<file path="config.mk">
export PLATFORM = sky130hd
export DESIGN_NAME = tmce_front
export DESIGN_NICKNAME = d
export VERILOG_FILES = /design/src/rtl/tmce_pkg.sv /design/src/rtl/tmce_front.sv
export SDC_FILE = /design/constraint.sdc
export NUM_CORES = 1
export LEC_CHECK = 0
export ABC_AREA = 1
export ABC_CLOCK_PERIOD_IN_PS = 1250
export BUFFER_PORTS_ARGS = -buffer_cell sky130_fd_sc_hd__buf_4
export CAP_MARGIN = 0
export CORE_AREA = 4 4 41 43
export DETAILED_ROUTE_END_ITERATION = 16
export DIE_AREA = 0 0 45 47
export PLACE_DENSITY_LB_ADDON = 0.3
export RECOVER_POWER = 50
export SLEW_MARGIN = 5
export SYNTH_ARGS = -nofsm -noshare
export SYNTH_HDL_FRONTEND = slang
export SYNTH_SLANG_ARGS = --single-unit
</file>
<file path="constraint.sdc">
create_clock -name vclk -period 1.25
set_input_delay 0.0625 -clock vclk [all_inputs]
set_output_delay 0.0625 -clock vclk [all_outputs]
set_load 0.05 [all_outputs]
</file>
<file path="src/rtl/tmce_pkg.sv">
// ----------------------------------------------------------------------------
// tmce_pkg: shared types and constants of the text console engine
// command word, geometry, queue status and engine state types
// ----------------------------------------------------------------------------
`timescale 1ns / 1ps
`default_nettype none

package tmce_pkg;

	// field widths
	localparam int COL_W  = 7;
	localparam int ROW_W  = 5;
	localparam int POS_W  = 11;
	localparam int CELL_W = 16;
	localparam int CFG_W  = 8;
	localparam int IDX_W  = 3;

	// geometry limits
	localparam int COLS_MIN = 2;
	localparam int COLS_MAX = 80;
	localparam int ROWS_MIN = 2;
	localparam int ROWS_MAX = 25;

	// cell and character codes
	localparam logic [CELL_W-1:0] BLANK_CELL = 16'h0720;
	localparam logic [7:0]        CH_BS      = 8'h08;
	localparam logic [7:0]        CH_TAB     = 8'h09;
	localparam logic [7:0]        CH_LF      = 8'h0A;
	localparam logic [7:0]        CH_CR      = 8'h0D;
	localparam logic [7:0]        CH_SPACE   = 8'h20;
	localparam int                TAB_STEP   = 4;

	// configuration register indexes
	localparam logic [IDX_W-1:0] REG_COLUMNS   = 3'd0;
	localparam logic [IDX_W-1:0] REG_ROWS      = 3'd1;
	localparam logic [IDX_W-1:0] REG_DFLT_FG   = 3'd2;
	localparam logic [IDX_W-1:0] REG_DFLT_BG   = 3'd3;
	localparam logic [IDX_W-1:0] REG_FILL_ATTR = 3'd4;

	// reset values of the registers
	localparam logic [COL_W-1:0] RST_COLUMNS   = 7'd80;
	localparam logic [ROW_W-1:0] RST_ROWS      = 5'd25;
	localparam logic [3:0]       RST_DFLT_FG   = 4'd7;
	localparam logic [3:0]       RST_DFLT_BG   = 4'd0;
	localparam logic [7:0]       RST_FILL_ATTR = 8'h0F;

	localparam int Q_DEPTH = 2;

	typedef enum logic [1:0] {
		REQ_PUT   = 2'd0,
		REQ_CLEAR = 2'd1,
		REQ_READ  = 2'd2
	} req_t;

	typedef enum logic [2:0] {
		OP_NOP,
		OP_PUT,
		OP_BS,
		OP_TAB,
		OP_CR,
		OP_LF,
		OP_CLEAR,
		OP_READ
	} op_t;

	typedef struct packed {
		op_t        op;
		logic [7:0] ch;
		logic [3:0] fg;
		logic [3:0] bg;
		logic [POS_W-1:0] idx;
	} cmd_t;

	typedef struct packed {
		logic [COL_W-1:0] cols;
		logic [ROW_W-1:0] rows;
		logic [POS_W-1:0] cells;
		logic [POS_W-1:0] keep;
	} geom_t;

	typedef struct packed {
		logic full;
		logic empty;
	} q_stat_t;

	typedef enum logic [2:0] {
		ST_INIT,
		ST_IDLE,
		ST_EXEC,
		ST_CLEAR,
		ST_COPY,
		ST_FILL,
		ST_READ,
		ST_DONE
	} bstate_t;

endpackage

`default_nettype wire

</file>
<file path="src/rtl/tmce_front.sv">
// ----------------------------------------------------------------------------
// tmce_front: request intake
// accepts request words and sorts them into engine commands
// ----------------------------------------------------------------------------
`timescale 1ns / 1ps
`default_nettype none

module tmce_front (
	input  wire logic               req_valid,
	output logic                    req_stall,
	input  wire logic [1:0]         req_type,
	input  wire logic [7:0]         char_code,
	input  wire logic [3:0]         fg_color,
	input  wire logic [3:0]         bg_color,
	input  wire logic [10:0]        cell_index,
	input  wire tmce_pkg::q_stat_t  q_stat,
	input  wire logic               init_busy,
	output logic                    push,
	output tmce_pkg::cmd_t          push_cmd
);

	assign req_stall = q_stat.full || init_busy;
	assign push      = req_valid && !req_stall;

	always_comb begin
		push_cmd.ch  = char_code;
		push_cmd.fg  = fg_color;
		push_cmd.bg  = bg_color;
		push_cmd.idx = cell_index;
		push_cmd.op  = tmce_pkg::OP_NOP;
		unique case (req_type)
			tmce_pkg::REQ_PUT: begin
				unique case (char_code)
					tmce_pkg::CH_BS:  push_cmd.op = tmce_pkg::OP_BS;
					tmce_pkg::CH_TAB: push_cmd.op = tmce_pkg::OP_TAB;
					tmce_pkg::CH_CR:  push_cmd.op = tmce_pkg::OP_CR;
					tmce_pkg::CH_LF:  push_cmd.op = tmce_pkg::OP_LF;
					default: begin
						// other control bytes leave everything alone
						push_cmd.op = (char_code < tmce_pkg::CH_SPACE) ?
							tmce_pkg::OP_NOP : tmce_pkg::OP_PUT;
					end
				endcase
			end
			tmce_pkg::REQ_CLEAR: push_cmd.op = tmce_pkg::OP_CLEAR;
			tmce_pkg::REQ_READ:  push_cmd.op = tmce_pkg::OP_READ;
			default:             push_cmd.op = tmce_pkg::OP_NOP;
		endcase
	end

endmodule

`default_nettype wire

</file>
==> flow_summary.yaml <==
worst_setup_path:
  worstSetupStartpoint: "char_code[6]"
  critPathRequiredTime_ns: 1.19
  crit_arrival_ns: 0.92
  path_common_cell: "buf_4"
  critical_path_depth: 7
  crit_path_cell_trace: "buf_4, nor2_1, nand2_1, nor2_2, nand4_1, a21oi_1, buf_4"
  critPathSlowestCell: "buf_4"
  worstSetupPathType: "in -> out"
  path_buf_inv: 2
  cpPeakStageDelay_ns: 0.21
  path_delay_family: "simple AND/OR/NAND/NOR gates"
  start_kind: "primary input"
  crit_path_end_kind: "output pin"
  cp-endpoint: "push_cmd[28]"
  worstPathMaxFanout: 3
sta:
  fin_crit_sh_pct: 78.80
  hold_viol_final: 0
  tightest_slew_ns: 0.1339
  drv_slew: 0
  rsz0062_at_grt: "no"
  setup_ws_ns: 0.2651
  clock.fmax_ghz: 1.015
  fin_setup_tns_ns: 0
  finalSetupViolCount: 0
  relSlewSlack_pct: 91.04
  fin_crit_ns: 0.9849
synthesis:
  synthTopCellsByArea: "buf_4 56%, inv_1 9.4%, nand2_1 9.4%, ha_1 6.9%, nand3_1 4.2%"
  syn_inst: 60
  ys_warn_count: 0
  syn_area_per_cell_um2: 6.006
  yosysTopAreaCellShare_pct: 56.25
  syn_area_um2: 360.3
  synth_top_cell_by_area: "buf_4"
  yosysSeqAreaShare_pct: 0
  synth_nets: 95
  ys_types: 10
power_and_ir_drop:
  power.internal_mw: 0.07139
  switching_share_pct: 64.83
  vdd_drop_max_v: 0.0001160
  power-per-cell-area_nw_per_um2: 546.3
  p_seq_share_pct: 0
  power.switching_mw: 0.1316
  p_leak_nw: 0.2374
  combPwrFrac_pct: 100.0
  pwr-share-clk_pct: 0
cells_and_area:
  register_area_um2: 0
  fin_nets: 96
  mostFrequentLayoutCells: "26 x buf_4, 9 x inv_1, 9 x nand2_1"
  final_layout_size_suffix_gt1_share_pct: 49.15
  instances_no_fill: 74
  area_growth_pct: 3.125
  antennaDiodeCount: 0
  n_clock_buffer: 0
  seq_cells: 0
  mostFrequentLayoutCell: "buf_4"
floorplan:
  fp.dieArea_um2: 2115
  io_pins: 65
  rows: 13
  die_h_um: 47
  die_w_um: 45
  coreArea_um2: 1301
  initial_core_util_pct: 27.69
placement:
  dpl.cell_count: 74
  hpwl_um: 582.4
  pre_cts_slack_ns: 0.2504
  port_buffers: 26
  gp_congestion: 0.6721
routing:
  first_pass_iters: 2
  drc_errors: 0
  first_iter_violations: 3
  wl_per_cell_um: 8.676
  num_vias: 293
  drt-total-wl_um: 642
  drtAntennaViolNets: 0
  vias_per_cell: 3.959
clock_tree:
  cts_hold_buf: 0
  post-cts-setup-buffers: 0
  cts_resized: 0
global_route:
  grtUsageTotal_pct: 5.429
  first_global_vias: 236
  grt_overflow_total: 0
  grt_antenna_before_repair: 0
  grt_pass1_wl_um: 924
  grt_max_degree: 4
run:
  maxCapViolCount: 0
worst_hold_path:
  hp-class: "in -> out"
outcome:
  status: "finished, final reports clean"
-- area by class of cell --
cell class | instances | area, µm²
inverter | 9 | 33.78
timing repair buffer | 26 | 195.2
fill | 162 | 929.6
multi-input combinational | 24 | 123.9
tap | 15 | 18.77
-- per-stage QoR --
| stage | power, mW | instance area [µm²] | utilization, % | hold slack [ns] |
|---|---|---|---|---|
| after global routing | 0.2164 | 371.6 | 28.56 | 0.1251 |
| after global placement | 0.2035 | 371.6 | 28.56 | 0.1253 |
| after floorplan | 0.3063 | 360.3 | - | 0.2921 |
| after detailed placement | 0.2045 | 371.6 | 28.56 | 0.1253 |
| after CTS | 0.2049 | 371.6 | 28.56 | 0.1253 |
| final | 0.2030 | 371.6 | 28.56 | 0.1250 |
-- worst min-delay path by stage --
stage	to	depth (start not counted)	slack, ns	startpoint
after detailed placement	push_cmd[12]	0	0.13	bg_color[1]
final	push_cmd[14]	0	0.13	bg_color[3]
after global placement	push_cmd[12]	0	0.13	bg_color[1]
after CTS	push_cmd[12]	0	0.13	bg_color[1]
after floorplan	push_cmd[0]	1	0.29	cell_index[0]
after global routing	push_cmd[8]	0	0.13	cell_index[8]
-- cell families (layout without fill, tap and decap cells) --
logic type | Yosys count | count (layout) | synth area share, %
simple gates | 20 | 20 | 24.65
fa+ha+maj | 2 | 2 | 6.943
buf+inv | 36 | 35 | 65.62
compound gates | 2 | 2 | 2.778
-- power groups by stage --
stage                     sequential (mW)  clock [mW]  combinational (mW)
after floorplan                         0           0               0.306
after global placement                  0           0               0.204
after CTS                               0           0               0.205
after detailed placement                0           0               0.204
final                                   0           0               0.203
after global routing                    0           0               0.216
-- synthesized netlist by cell type --
library cell and number:
nand2_1 9, nor2_1 4, ha_1 2, nand3_1 3
buf_4 27, or2_2 1, nor2_2 2, nand4_1 1
a21oi_1 2, inv_1 9
-- layer usage --
metal | wire length [µm] | vias up | GRT usage [%]
li1 | - | 150 | -
met1 | 227 | 117 | 6.067
met2 | 274 | 18 | 9.887
met3 | 114 | 8 | 0.7663
met4 | 25 | 0 | 2.924
met5 | 0 | - | 0
No activity file was read; power rests on OpenSTA's default activity.
