**src/rtl/tmce_pkg.sv**
```systemverilog
// ----------------------------------------------------------------------------
// tmce_pkg: shared types and constants of the text console engine
// command word, geometry, queue status and engine state types
// ----------------------------------------------------------------------------
`timescale 1ns / 1ps
`default_nettype none

package tmce_pkg;

	// field widths
	localparam int COL_W  = 7;
	localparam int ROW_W  = 5;
	localparam int POS_W  = 11;
	localparam int CELL_W = 16;
	localparam int CFG_W  = 8;
	localparam int IDX_W  = 3;

	// geometry limits
	localparam int COLS_MIN = 2;
	localparam int COLS_MAX = 80;
	localparam int ROWS_MIN = 2;
	localparam int ROWS_MAX = 25;

	// cell and character codes
	localparam logic [CELL_W-1:0] BLANK_CELL = 16'h0720;
	localparam logic [7:0]        CH_BS      = 8'h08;
	localparam logic [7:0]        CH_TAB     = 8'h09;
	localparam logic [7:0]        CH_LF      = 8'h0A;
	localparam logic [7:0]        CH_CR      = 8'h0D;
	localparam logic [7:0]        CH_SPACE   = 8'h20;
	localparam int                TAB_STEP   = 4;

	// configuration register indexes
	localparam logic [IDX_W-1:0] REG_COLUMNS   = 3'd0;
	localparam logic [IDX_W-1:0] REG_ROWS      = 3'd1;
	localparam logic [IDX_W-1:0] REG_DFLT_FG   = 3'd2;
	localparam logic [IDX_W-1:0] REG_DFLT_BG   = 3'd3;
	localparam logic [IDX_W-1:0] REG_FILL_ATTR = 3'd4;

	// reset values of the registers
	localparam logic [COL_W-1:0] RST_COLUMNS   = 7'd80;
	localparam logic [ROW_W-1:0] RST_ROWS      = 5'd25;
	localparam logic [3:0]       RST_DFLT_FG   = 4'd7;
	localparam logic [3:0]       RST_DFLT_BG   = 4'd0;
	localparam logic [7:0]       RST_FILL_ATTR = 8'h0F;

	localparam int Q_DEPTH = 2;

	typedef enum logic [1:0] {
		REQ_PUT   = 2'd0,
		REQ_CLEAR = 2'd1,
		REQ_READ  = 2'd2
	} req_t;

	typedef enum logic [2:0] {
		OP_NOP,
		OP_PUT,
		OP_BS,
		OP_TAB,
		OP_CR,
		OP_LF,
		OP_CLEAR,
		OP_READ
	} op_t;

	typedef struct packed {
		op_t        op;
		logic [7:0] ch;
		logic [3:0] fg;
		logic [3:0] bg;
		logic [POS_W-1:0] idx;
	} cmd_t;

	typedef struct packed {
		logic [COL_W-1:0] cols;
		logic [ROW_W-1:0] rows;
		logic [POS_W-1:0] cells;
		logic [POS_W-1:0] keep;
	} geom_t;

	typedef struct packed {
		logic full;
		logic empty;
	} q_stat_t;

	typedef enum logic [2:0] {
		ST_INIT,
		ST_IDLE,
		ST_EXEC,
		ST_CLEAR,
		ST_COPY,
		ST_FILL,
		ST_READ,
		ST_DONE
	} bstate_t;

endpackage

`default_nettype wire

```
**src/rtl/tmce_queue.sv**
```systemverilog
// ----------------------------------------------------------------------------
// tmce_queue: command queue
// short fifo between request intake and the cell engine
// ----------------------------------------------------------------------------
`timescale 1ns / 1ps
`default_nettype none

module tmce_queue (
	input  wire logic              clk,
	input  wire logic              arst_n,
	input  wire logic              push,
	input  wire tmce_pkg::cmd_t    push_cmd,
	input  wire logic              pop,
	output tmce_pkg::cmd_t         pop_cmd,
	output tmce_pkg::q_stat_t      stat
);

	localparam int DEPTH = tmce_pkg::Q_DEPTH;
	localparam int PW    = (DEPTH > 1) ? $clog2(DEPTH) : 1;
	localparam int CW    = $clog2(DEPTH + 1);

	tmce_pkg::cmd_t  ent_q [DEPTH];
	logic [PW-1:0]   wr_ptr_q;
	logic [PW-1:0]   rd_ptr_q;
	logic [CW-1:0]   fill_q;

	assign stat.full  = (fill_q == CW'(DEPTH));
	assign stat.empty = (fill_q == '0);
	assign pop_cmd    = ent_q[rd_ptr_q];

	always_ff @(posedge clk or negedge arst_n) begin
		if (!arst_n) begin
			wr_ptr_q <= '0;
			rd_ptr_q <= '0;
			fill_q   <= '0;
		end else begin
			if (push) begin
				wr_ptr_q <= (wr_ptr_q == PW'(DEPTH - 1)) ? '0 : wr_ptr_q + PW'(1);
			end
			if (pop) begin
				rd_ptr_q <= (rd_ptr_q == PW'(DEPTH - 1)) ? '0 : rd_ptr_q + PW'(1);
			end
			if (push && !pop) begin
				fill_q <= fill_q + CW'(1);
			end else if (pop && !push) begin
				fill_q <= fill_q - CW'(1);
			end
		end
	end

	always_ff @(posedge clk) begin
		if (push) begin
			ent_q[wr_ptr_q] <= push_cmd;
		end
	end

	a_no_push_full: assert property (@(posedge clk) disable iff (!arst_n)
		push |-> !stat.full)
		else $error("word pushed into a full queue");

	a_no_pop_empty: assert property (@(posedge clk) disable iff (!arst_n)
		pop |-> !stat.empty)
		else $error("word popped from an empty queue");

endmodule

`default_nettype wire

```
**config.mk**
```make
export PLATFORM = sky130hd
export DESIGN_NAME = tmce_queue
export DESIGN_NICKNAME = d
export VERILOG_FILES = /design/src/rtl/tmce_pkg.sv /design/src/rtl/tmce_queue.sv
export SDC_FILE = /design/constraint.sdc
export NUM_CORES = 1
export LEC_CHECK = 0
export BUFFER_PORTS_ARGS = -buffer_cell sky130_fd_sc_hd__buf_4
export CAP_MARGIN = 10
export CORE_MARGIN = 4
export CORE_UTILIZATION = 57
export CTS_BUF_LIST = sky130_fd_sc_hd__clkbuf_8
export CTS_CLUSTER_SIZE = 16
export DETAILED_ROUTE_END_ITERATION = 8
export PLACE_DENSITY = 0.95
export SLEW_MARGIN = 20
export SYNTH_ARGS = -nofsm -noshare
export SYNTH_HDL_FRONTEND = slang
export SYNTH_SLANG_ARGS = --single-unit
```
**constraint.sdc**
```tcl
create_clock -name clk -period 3.3 [get_ports clk]
set_input_delay 0.495 -clock clk [delete_from_list [all_inputs] [get_ports clk]]
set_output_delay 0.495 -clock clk [all_outputs]
set_load 0.1 [all_outputs]
```
==> flow_summary_export.csv <==
group,metric,value,unit
run_status,outcome,"complete, no violations",
sta,period_needed,2.55,ns
detailed_routing,antenna_left,0,
die,die_area,0.00523,mm²
grt,grt_max_degree,17,
yosys,ys_seq_area_share,80.6,%
detailed_routing,via_per_inst,5.05,
die,pin_count,66,
detailed_routing,wl_per_cell,16.5,µm
yosys,syn_nets,144,
placed_design,numPlacedInstances,224,
critical_path,crit_path_end_kind,"output pin",
clock_network,cts_sinks,64,
yosys,synth_area_leaders,"edfxtp_1, mux2_2, dfrtp_1",
sta,tns,0,ns
clock_network,htree_levels,3,
layout,drive_above_1_share,59.7,%
grt,grt_pass1_wl,6310,µm
placed_design,port_buffers,65,
critical_path,crit_type,"flop to output pin",
grt,use_met3,6.65,%
critical_path,crit_fanout,16,
grt,antenna_found_initial,0,
critical_path,cp-start-kind,"flop",
clock_network,clockBufferDepth,2,
die,design.core.area,0.00400,mm²
min_path,hold_class,"input pin to flop",
yosys,synth_warnings,0,
critical_path,required,2.80,ns
yosys,synth_top_area_share,76.4,%
clock_network,clk_latency,0.32,ns
sta,hold_ws,0.355,ns
flow_run,maxCapViolations,0,
sta,timing.fmax,0.392,GHz
layout,diodes,0,
clock_network,clkTransAtPathRegs,0.07,ns
placed_design,gp_congestion,0.754,
placed_design,dp_hpwl,2930,µm
yosys,synth_cell_types,11,
sta,slew_headroom,50.9,%
layout,fin_cells,241,
detailed_routing,drt-initial-drc-count,42,
sta,rsz0062_at_grt,"no",
layout,final_common_cell,"buf_4",
critical_path,critPathArrivalTime,2.05,ns
grt,grtUsageMet2,26.8,%
yosys,synthCells,109,
die,start_util,59.0,%
layout,final_cell_mix,"buf_4, edfxtp_1, mux2_2",
die,die_y,72.3,µm
sta,hold_viol_final,0,
clock_network,post_cts_buffers,0,
detailed_routing,firstDrtPassIters,4,
clock_network,cts_made_buffers,9,
sta,worst_pin_slew,0.733,ns
sta,maxSlewViolCount,0,
clock_network,cts_tree,"done",
sta,finalSetupViolations,0,
grt,track_usage,16.5,%
clock_network,cts-resized-gates,0,
grt,groute.layer.met1.usage,20.6,%
clock_network,holdBufCountCts,1,
yosys,syn_area,0.00236,mm²
yosys,ys_seq_elements,64,
clock_network,cts_root_buf,"clkbuf_8",
sta,fin_crit_sh,77.3,%
detailed_routing,wl,3970,µm
yosys,synth_top_area_cell,"edfxtp_1",
detailed_routing,route.detailed.drc,0,
yosys,syn_area_per_cell,21.6,µm²
sta,clock_skew,0.00510,ns
layout,area_delta_synth_final,30.3,%
detailed_routing,vias,1216,
die,rows,23,
layout,fin_nets,221,
grt,grt_overflow,0,
die,die_width,72.3,µm
grt,grt_pass1_vias,1301,
grt,top_usage_layer,"met2",
## synth_stat cells
cell / n
nor2_1: 2
dfrtp_1: 4
buf_6: 3
xnor2_1: 1
nor2b_1: 2
mux2_2: 30
and2_1: 1
inv_1: 1
xor2_1: 4
edfxtp_1: 60
ha_1: 1
## registers in the layout, indices dropped and copies added (netlist names)
signal,cells
ent_q,60
fill_q,2
rd_ptr_q,1
wr_ptr_q,1
## path summary, 6_finish.rpt
path | startpoint | slack [ns] | cells after the start | endpoint
worst max-delay path | rd_ptr_q$_DFFE_PN0P_ | 0.75 | 3 | pop_cmd[19]
worst min-delay path | push_cmd[5] | 0.35 | 1 | ent_q[1][5]$_DFFE_PP_
worst max register to register | wr_ptr_q$_DFFE_PN0P_ | 1.59 | 2 | ent_q[0][24]$_DFFE_PP_
worst min register to register | fill_q[1]$_DFFE_PN0P_ | 0.51 | 1 | fill_q[1]$_DFFE_PN0P_
max in group asynchronous | arst_n | 2.71 | 2 | rd_ptr_q$_DFFE_PN0P_
min in group asynchronous | arst_n | 0.50 | 2 | fill_q[0]$_DFFE_PN0P_
## layout make-up
| type | instances | area, µm² |
|---|---|---|
| sequential | 64 | 1900 |
| fill | 220 | 926 |
| timing repair buffer | 69 | 520 |
| multi-input combinational | 41 | 423 |
| clock buffer | 9 | 124 |
| tap | 50 | 62.6 |
| clock inverter | 7 | 38.8 |
| inverter | 1 | 3.75 |
## critical path, stage by stage (launching register included)
cell	delay, ns
dfrtp_1	0.75
buf_4	0.36
mux2_2	0.37
buf_4	0.23
## kinds of logic after synthesis
group / count (synthesis) / share of synthesized area [%]
muxes: 30 / 14.3
adders and majority gates: 1 / 0.530
buffers and inverters: 4 / 1.59
and+or+nand+nor: 5 / 1.11
xor gates and xnor gates: 5 / 1.86
DFF: 64 / 80.6
## per-layer routing
metal / share of wire, % / vias to the layer above
met2: 49 / 56
met5: 0 / -
met1: 40 / 584
met4: 0.93 / 0
met3: 9.7 / 3
li1: - / 573
## through the flow
step	area, µm²	setup slack [ns]	util [%]
3_5_place_dp	2900	1.08	72.5
5_1_grt	3070	0.658	76.9
2_1_floorplan	2360	1.02	-
6_report	3070	0.750	76.9
4_1_cts	3070	0.721	76.9
3_3_place_gp	2900	1.13	72.5
Power is not shown: default switching activity piles up to over one toggle a cycle in this logic, so the estimate is an artifact.
